## src/rtl/uss_pkg.sv

```systemverilog
// shared types, constants and byte classification for the utf-8 sanitizer
package uss_pkg;

    localparam int QUEUE_DEPTH = 2;
    localparam int QUEUE_AW    = $clog2(QUEUE_DEPTH);
    localparam int QUEUE_CW    = $clog2(QUEUE_DEPTH + 1);
    localparam int MAX_RESULTS = 4;
    localparam int HELD_DEPTH  = 3;

    localparam logic [7:0] C_REPL_RESET = 8'h3F;

    localparam logic [2:0] LEN_INVALID = 3'd0;
    localparam logic [2:0] LEN_ONE     = 3'd1;

    // one work packet from front to back: up to four result bytes
    typedef struct packed {
        logic [MAX_RESULTS-1:0][7:0] bytes;
        logic [MAX_RESULTS-1:0]      repl;
        logic [2:0]                  cnt;
        logic                        last;
    } t_cmd;

    function automatic logic [2:0] lead_length(input logic [7:0] c);
        logic [2:0] len;
        if ((c & 8'h80) == 8'h00) begin
            len = 3'd1;
        end else if ((c & 8'hE0) == 8'hC0) begin
            len = 3'd2;
        end else if ((c & 8'hF0) == 8'hE0) begin
            len = 3'd3;
        end else if ((c & 8'hF8) == 8'hF0) begin
            len = 3'd4;
        end else begin
            len = LEN_INVALID;
        end
        return len;
    endfunction

    function automatic logic is_cont(input logic [7:0] c);
        return (c & 8'hC0) == 8'h80;
    endfunction

endpackage

```

## src/rtl/uss_front.sv

```systemverilog
// front end: accepts bytes, tracks the open sequence and builds result packets
module uss_front (
    input  logic          i_clk,
    input  logic          i_rst_n,
    input  logic          i_valid,
    output logic          o_stall,
    input  logic [7:0]    i_in_byte,
    input  logic          i_in_last,
    input  logic          i_q_full,
    output logic          o_push,
    output uss_pkg::t_cmd o_cmd
);

    logic [uss_pkg::HELD_DEPTH-1:0][7:0] r_held;
    logic [uss_pkg::HELD_DEPTH-1:0][7:0] n_held;
    logic [1:0]                          r_held_cnt;
    logic [1:0]                          n_held_cnt;
    logic [2:0]                          r_exp_len;
    logic [2:0]                          n_exp_len;
    uss_pkg::t_cmd                       cmd;
    logic                                accept;
    logic [2:0]                          len;
    logic [2:0]                          k_ext;

    assign o_stall = i_q_full;
    assign accept  = i_valid && !i_q_full;
    assign len     = uss_pkg::lead_length(i_in_byte);
    assign k_ext   = {1'b0, r_held_cnt};

    always_comb begin
        cmd        = '0;
        n_held     = r_held;
        n_held_cnt = r_held_cnt;
        n_exp_len  = r_exp_len;
        if (r_held_cnt != 2'd0 && uss_pkg::is_cont(i_in_byte)) begin
            if (k_ext + 3'd1 >= r_exp_len || r_held_cnt == 2'd3) begin
                // sequence complete
                for (int i = 0; i < uss_pkg::HELD_DEPTH; i++) begin
                    if (2'(i) < r_held_cnt) begin
                        cmd.bytes[i] = r_held[i];
                    end
                end
                cmd.bytes[r_held_cnt] = i_in_byte;
                cmd.cnt               = k_ext + 3'd1;
                n_held_cnt            = 2'd0;
                n_exp_len             = 3'd0;
            end else begin
                n_held[r_held_cnt] = i_in_byte;
                n_held_cnt         = r_held_cnt + 2'd1;
                if (i_in_last) begin
                    for (int i = 0; i < uss_pkg::MAX_RESULTS; i++) begin
                        if (3'(i) < k_ext + 3'd1) begin
                            cmd.repl[i] = 1'b1;
                        end
                    end
                    cmd.cnt    = k_ext + 3'd1;
                    n_held_cnt = 2'd0;
                    n_exp_len  = 3'd0;
                end
            end
        end else begin
            // flush any broken sequence, then treat the byte as a fresh lead
            for (int i = 0; i < uss_pkg::HELD_DEPTH; i++) begin
                if (2'(i) < r_held_cnt) begin
                    cmd.repl[i] = 1'b1;
                end
            end
            cmd.cnt = k_ext;
            case (len)
                uss_pkg::LEN_ONE: begin
                    cmd.bytes[r_held_cnt] = i_in_byte;
                    cmd.cnt               = k_ext + 3'd1;
                    n_held_cnt            = 2'd0;
                    n_exp_len             = 3'd0;
                end
                uss_pkg::LEN_INVALID: begin
                    cmd.repl[r_held_cnt] = 1'b1;
                    cmd.cnt              = k_ext + 3'd1;
                    n_held_cnt           = 2'd0;
                    n_exp_len            = 3'd0;
                end
                default: begin
                    n_held[0]  = i_in_byte;
                    n_held_cnt = 2'd1;
                    n_exp_len  = len;
                    if (i_in_last) begin
                        cmd.repl[r_held_cnt] = 1'b1;
                        cmd.cnt              = k_ext + 3'd1;
                        n_held_cnt           = 2'd0;
                        n_exp_len            = 3'd0;
                    end
                end
            endcase
        end
        cmd.last = i_in_last;
    end

    assign o_cmd  = cmd;
    assign o_push = accept && (cmd.cnt != 3'd0);

    always_ff @(posedge i_clk) begin
        if (accept) begin
            r_held <= n_held;
        end
    end

    always_ff @(posedge i_clk) begin
        if (!i_rst_n) begin
            r_held_cnt <= 2'd0;
            r_exp_len  <= 3'd0;
        end else if (accept) begin
            r_held_cnt <= n_held_cnt;
            r_exp_len  <= n_exp_len;
        end
    end

`ifndef SYNTH
    a_held_below_len: assert property (@(posedge i_clk) disable iff (!i_rst_n)
        (r_held_cnt != 2'd0) |-> (r_exp_len > k_ext))
        else $error("held count reached expected length");

    a_last_gives_result: assert property (@(posedge i_clk) disable iff (!i_rst_n)
        (accept && i_in_last) |-> (o_push && n_held_cnt == 2'd0))
        else $error("last byte left a sequence open or gave no result");
`endif

endmodule

```

## src/rtl/uss_queue.sv

```systemverilog
// two-entry packet queue between front and back
module uss_queue (
    input  logic          i_clk,
    input  logic          i_rst_n,
    input  logic          i_push,
    input  uss_pkg::t_cmd i_data,
    output logic          o_full,
    input  logic          i_pop,
    output logic          o_valid,
    output uss_pkg::t_cmd o_data
);

    uss_pkg::t_cmd                r_mem [uss_pkg::QUEUE_DEPTH];
    logic [uss_pkg::QUEUE_AW-1:0] r_wr_ptr;
    logic [uss_pkg::QUEUE_AW-1:0] r_rd_ptr;
    logic [uss_pkg::QUEUE_CW-1:0] r_count;
    logic [uss_pkg::QUEUE_CW-1:0] n_count;

    assign o_full  = (r_count == uss_pkg::QUEUE_CW'(uss_pkg::QUEUE_DEPTH));
    assign o_valid = (r_count != '0);
    assign o_data  = r_mem[r_rd_ptr];

    always_comb begin
        n_count = r_count;
        if (i_push && !i_pop) begin
            n_count = r_count + uss_pkg::QUEUE_CW'(1);
        end else if (!i_push && i_pop) begin
            n_count = r_count - uss_pkg::QUEUE_CW'(1);
        end
    end

    always_ff @(posedge i_clk) begin
        if (i_push) begin
            r_mem[r_wr_ptr] <= i_data;
        end
    end

    always_ff @(posedge i_clk) begin
        if (!i_rst_n) begin
            r_wr_ptr <= '0;
            r_rd_ptr <= '0;
            r_count  <= '0;
        end else begin
            if (i_push) begin
                r_wr_ptr <= r_wr_ptr + uss_pkg::QUEUE_AW'(1);
            end
            if (i_pop) begin
                r_rd_ptr <= r_rd_ptr + uss_pkg::QUEUE_AW'(1);
            end
            r_count <= n_count;
        end
    end

`ifndef SYNTH
    a_no_overflow: assert property (@(posedge i_clk) disable iff (!i_rst_n)
        i_push |-> !o_full)
        else $error("push into full queue");

    a_no_underflow: assert property (@(posedge i_clk) disable iff (!i_rst_n)
        i_pop |-> o_valid)
        else $error("pop from empty queue");
`endif

endmodule

```

## src/rtl/uss_back.sv

```systemverilog
// back end: plays out each packet one result byte per transfer
module uss_back (
    input  logic          i_clk,
    input  logic          i_rst_n,
    input  logic          i_cfg_we,
    input  logic [7:0]    i_cfg_data,
    input  logic          i_q_valid,
    input  uss_pkg::t_cmd i_q_data,
    output logic          o_pop,
    output logic          o_valid,
    input  logic          i_stall,
    output logic [7:0]    o_out_byte,
    output logic          o_was_replaced,
    output logic          o_out_last
);

    uss_pkg::t_cmd r_cmd;
    logic          r_busy;
    logic          n_busy;
    logic [1:0]    r_idx;
    logic [1:0]    n_idx;
    logic [7:0]    r_repl;
    logic          final_res;
    logic          done;

    assign final_res = ({1'b0, r_idx} + 3'd1 == r_cmd.cnt);
    assign done      = r_busy && !i_stall && final_res;
    assign o_pop     = i_q_valid && (!r_busy || done);

    always_comb begin
        n_busy = r_busy;
        n_idx  = r_idx;
        if (o_pop) begin
            n_busy = 1'b1;
            n_idx  = 2'd0;
        end else if (done) begin
            n_busy = 1'b0;
        end else if (r_busy && !i_stall) begin
            n_idx = r_idx + 2'd1;
        end
    end

    assign o_valid        = r_busy;
    assign o_was_replaced = r_cmd.repl[r_idx];
    assign o_out_byte     = r_cmd.repl[r_idx] ? r_repl : r_cmd.bytes[r_idx];
    assign o_out_last     = r_cmd.last && final_res;

    always_ff @(posedge i_clk) begin
        if (o_pop) begin
            r_cmd <= i_q_data;
        end
    end

    always_ff @(posedge i_clk) begin
        if (!i_rst_n) begin
            r_busy <= 1'b0;
            r_idx  <= 2'd0;
            r_repl <= uss_pkg::C_REPL_RESET;
        end else begin
            r_busy <= n_busy;
            r_idx  <= n_idx;
            if (i_cfg_we) begin
                r_repl <= i_cfg_data;
            end
        end
    end

`ifndef SYNTH
    a_idx_in_range: assert property (@(posedge i_clk) disable iff (!i_rst_n)
        r_busy |-> ({1'b0, r_idx} < r_cmd.cnt))
        else $error("result index beyond packet count");
`endif

endmodule

```

## src/rtl/utf8_sequence_sanitizer.sv

```systemverilog
// top level of the utf-8 sequence sanitizer
// Takes one byte per cycle when not stalled and passes well-formed utf-8 sequences through,
// writing the replacement byte (reset 0x3F) for each byte of a bad or cut-off sequence.
// Bytes of an open multi-byte sequence are held until it completes or breaks, so one input
// byte gives zero to four results; results leave one per cycle from the output stage when
// not stalled, and a two-entry packet queue lets the input side keep taking bytes while
// results are drained. Sustained rate is one byte per cycle while results average one per
// byte; a byte's n results hold the output stage until all have left. Packets pass through
// the queue and output registers. The replacement byte may be written only while idle.
module utf8_sequence_sanitizer (
    input  logic       i_clk,
    input  logic       i_rst_n,
    input  logic       i_valid,
    output logic       o_stall,
    input  logic [7:0] i_in_byte,
    input  logic       i_in_last,
    output logic       o_valid,
    input  logic       i_stall,
    output logic [7:0] o_out_byte,
    output logic       o_was_replaced,
    output logic       o_out_last,
    input  logic       i_cfg_we,
    input  logic [7:0] i_cfg_data
);

    uss_pkg::t_cmd front_cmd;
    uss_pkg::t_cmd q_data;
    logic          push;
    logic          q_full;
    logic          q_valid;
    logic          pop;

    uss_front u_front (
        .i_clk     (i_clk),
        .i_rst_n   (i_rst_n),
        .i_valid   (i_valid),
        .o_stall   (o_stall),
        .i_in_byte (i_in_byte),
        .i_in_last (i_in_last),
        .i_q_full  (q_full),
        .o_push    (push),
        .o_cmd     (front_cmd)
    );

    uss_queue u_queue (
        .i_clk   (i_clk),
        .i_rst_n (i_rst_n),
        .i_push  (push),
        .i_data  (front_cmd),
        .o_full  (q_full),
        .i_pop   (pop),
        .o_valid (q_valid),
        .o_data  (q_data)
    );

    uss_back u_back (
        .i_clk          (i_clk),
        .i_rst_n        (i_rst_n),
        .i_cfg_we       (i_cfg_we),
        .i_cfg_data     (i_cfg_data),
        .i_q_valid      (q_valid),
        .i_q_data       (q_data),
        .o_pop          (pop),
        .o_valid        (o_valid),
        .i_stall        (i_stall),
        .o_out_byte     (o_out_byte),
        .o_was_replaced (o_was_replaced),
        .o_out_last     (o_out_last)
    );

endmodule

```

## config.mk

```make
export PLATFORM = sky130hd
export DESIGN_NAME = utf8_sequence_sanitizer
export DESIGN_NICKNAME = d
export VERILOG_FILES = /design/src/rtl/uss_pkg.sv /design/src/rtl/uss_front.sv /design/src/rtl/uss_queue.sv /design/src/rtl/uss_back.sv /design/src/rtl/utf8_sequence_sanitizer.sv
export SDC_FILE = /design/constraint.sdc
export NUM_CORES = 1
export LEC_CHECK = 0
export ABC_AREA = 0
export BUFFER_PORTS_ARGS = -buffer_cell sky130_fd_sc_hd__buf_4
export CAP_MARGIN = 20
export CORE_MARGIN = 2
export CORE_UTILIZATION = 37
export DETAILED_ROUTE_END_ITERATION = 8
export GPL_TIMING_DRIVEN = 0
export HOLD_SLACK_MARGIN = 0.15
export MAX_ROUTING_LAYER = met4
export SYNTH_ARGS = -nofsm -noshare
export SYNTH_HDL_FRONTEND = slang
export SYNTH_SLANG_ARGS = --single-unit
```

## constraint.sdc

```tcl
create_clock -name i_clk -period 4.9 [get_ports i_clk]
set_input_delay 0.98 -clock i_clk [delete_from_list [all_inputs] [get_ports i_clk]]
set_output_delay 0.98 -clock i_clk [all_outputs]
set_load 0.005 [all_outputs]
```

==> reports/summary.txt <==
run status: finished clean
reg2reg end: u_queue.r_mem[1][14]
maxcap violations: 0
largest cells by area after synthesis: edfxtp_1 (63%), mux2_2 (7.9%), dfxtp_1 (5.9%)
share of layout cells above drive strength 1: 0.267
fin nets: 516
Worst slew margin: 0.435
TritonCTS clock tree: built
GRT Util Overall: 0.143
max frequency: 0.286 GHz
initial antenna violation count: 0
LEAKAGE: 0.00283 uW
vias per std cell: 5.01
Synth Area in XOR/XNOR: 0.00896
syn avg cell area: 15.9 um^2
pwr dens: 534 nW/um^2
flops & latches, synth: 164
Worst R2R Setup Slack: 1.40 ns
critical path type: reg2reg
Final Power: 4280 uW
Post-synth top flop: edfxtp_1
clock-pin slew on the worst setup and hold paths: 0.06 ns
fin crit share: 0.713
Crit. Startpoint: u_front.r_held_cnt[0]
CP required: 5.02 ns
post-synthesis net count: 462
H-tree levels: 4
Async S/R FF share, synth: 0
IO Pins: 34
Die H: 140 um
cell mode on critical path: ha_1
# Post-CTS Setup Buffers: 0
largest net degree at the start of global routing: 41
CP startpoint kind: register
sequential share of the synthesized area: 0.691
CTS sink count: 164
Routed Antenna Nets: 0
post-DP HPWL: 8810 um
Crit-path slowest cell: a21oi_1
simple-gate share of the synthesized area: 0.0702
post-route minimum period: 3.50 ns
Clock Tree Buf Depth: 2
Post-Syn Instances: 429
crit-path cells: inv_1 -> ha_1 -> ha_1 -> a211o_1 -> a21oi_1 -> mux2i_1 -> a31oi_4 -> nor2b_4 -> buf_12
mux cell area share after synthesis: 0.128
grt ovf: 0
cell taking the most area after synthesis: edfxtp_1
CP Buf/Inv Count: 2
Synth Cell Area: 6840 um^2
PortBufs: 32
CORE AREA: 18000 um^2
largest family of logic cells by synthesized area: multiplexers
number of synthesized flops with an enable pin: 144
Placer Congestion: 0.866
R2R Path Start: u_front.r_held_cnt[0]
first-pass GRT wire length: 20700 um
synthesis-to-finish area growth: 17.3%
Vias: 3624
Hold Slack: 0.472 ns
drt pass-1 iters: 5
min-delay worst type: reg2reg
Final Instance Area: 8020 um^2
count leader, synth: edfxtp_1
FP Rows: 49
per-cell routed wire length: 17.6 um
Compound-Gate Fraction of Synth Area: 0.0622
share of the synthesized area in the top cell type: 0.632
Starting Density: 0.379
fraction of the mapped netlist area in adder cells: 0.0201
Cell Area, Placed: 7420 um^2
die extent in x: 140 um
RSZ-0062 raised after global routing: false
Inserted Diodes: 0
Worst EP arrival: 3.61 ns
critical path depth: 9
Critical Path Sink: u_queue.r_mem[1][14]
Hold Buf Count CTS: 0
Least-Margin Pin Slew: 0.847 ns
Synth top cells by count: edfxtp_1 (144), mux2_2 (48), nand2_1 (22), dfxtp_1 (20), a22o_1 (19)
vias in the first global route: 3820
CTS Buf Count: 17
endpoints failing setup: 0
Synth cell types: 48
Die ar.: 19600 um^2
clock root cell: clkbuf_16
CP delay by family, top: compound AO/OA/AOI/OAI gates
YS warnings: 0
final hold violation count: 0
CP peak stage delay: 0.45 ns
Reg2Reg Depth: 9
routed wire length: 12700 um
crit-path max FO: 31
clk_skew: 0.00880 ns
CTS resizes: 0
Peak VDD IR: 0.227 mV
fin. max-slew vios: 0
clock latency at the later pin of the worst-skew pair: 0.42 ns
drt drc: 0
DRT iter0 DRCs: 245
CP Capture Type: register
how the worst min path moves through the flow:
stage	startpoint	to	slack (ns)	cells after the start
6_report	u_front.r_exp_len[1]	u_front.r_exp_len[1]	0.47	2
3_3_place_gp	u_back.r_repl[0]	u_back.r_repl[0]	0.45	2
3_5_place_dp	u_back.r_repl[3]	u_back.r_repl[3]	0.46	2
4_1_cts	u_back.r_repl[3]	u_back.r_repl[3]	0.47	2
2_1_floorplan	u_front.r_exp_len[0]	u_front.r_exp_len[0]	0.44	2
5_1_grt	u_front.r_exp_len[1]	u_front.r_exp_len[1]	0.51	2
sequential cells by signal, indices dropped and copies added, names as in the netlist:
name / flops
u_front.r_held_cnt: 2
u_back.r_repl: 8
u_back.o_valid: 1
u_back.r_cmd: 40
u_queue.r_rd_ptr: 1
u_front.r_held: 24
u_front.r_exp_len: 3
u_queue.r_wr_ptr: 1
u_queue.r_count: 2
u_back.r_idx: 2
u_queue.r_mem: 80
cells by family after synthesis:
kind of cell	count (synthesis)
flip-flops	164
multiplexers	70
AND/OR/NAND/NOR	91
XOR/XNOR	7
AO/OA/AOI/OAI	53
buffers and inverters	33
adder cells (fa/ha/maj)	11
cell usage in the layout, fill, tap and decap left out, drive strengths merged, types with 2 or more instances in the layout:
cell,synthesis,final
edfxtp,144,144
mux2,48,48
buf,10,45
clkbuf,12,32
nand2,22,22
dfxtp,20,20
a22o,19,19
nor2,16,16
and2,15,15
mux2i,13,13
ha,11,11
inv,11,11
and3,9,9
mux4,9,9
o21ai,8,8
a21boi,7,7
clkinv,0,7
a21oi,6,6
nor3,6,6
nand2b,6,6
nor2b,6,6
xnor2,4,4
bufinv,0,4
or3,3,3
xor2,3,3
a31oi,3,3
or3b,2,2
layout make-up:
class	count	area, um^2
Multi-Input combinational cell	232	1990
Inverter	11	41.3
Timing Repair Buffer	35	285
Buffer	22	96.3
Clock inverter	11	160
Fill cell	1625	10000
Sequential cell	164	4720
Tap cell	229	287
Clock buffer	20	437
power by group:
part	switching (uW)	internal [uW]
clock network	499	844
registers	87.9	1950
logic	469	431
total	1060	3230
metal layers:
layer / vias up / wire length (um) / part of all wire / GRT usage
met1: 1764 / 5740 / 0.45 / 0.184
met5: - / 0 / 0 / -
met2: 94 / 6230 / 0.49 / 0.223
met3: 20 / 537 / 0.042 / 0.0321
met4: 0 / 232 / 0.018 / 0.0558
li1: 1746 / - / - / -
stage by stage:
step | setup TNS (ns) | instances | worst slack [ns] | util
after floorplan | 0 | 429 | 0.506 | -
after global placement | -74.69 | 690 | -1.02 | 0.409
after detailed placement | 0 | 692 | 1.26 | 0.412
after CTS | 0 | 723 | 1.38 | 0.445
after global routing | 0 | 724 | 1.15 | 0.445
final | 0 | 724 | 1.40 | 0.445
worst min-delay path: stages, from the launching register on:
cell      delay [ns]
dfxtp_1         0.31
nand2_1         0.05
a21boi_0        0.06
No activity file was read; power rests on OpenSTA's default activity.
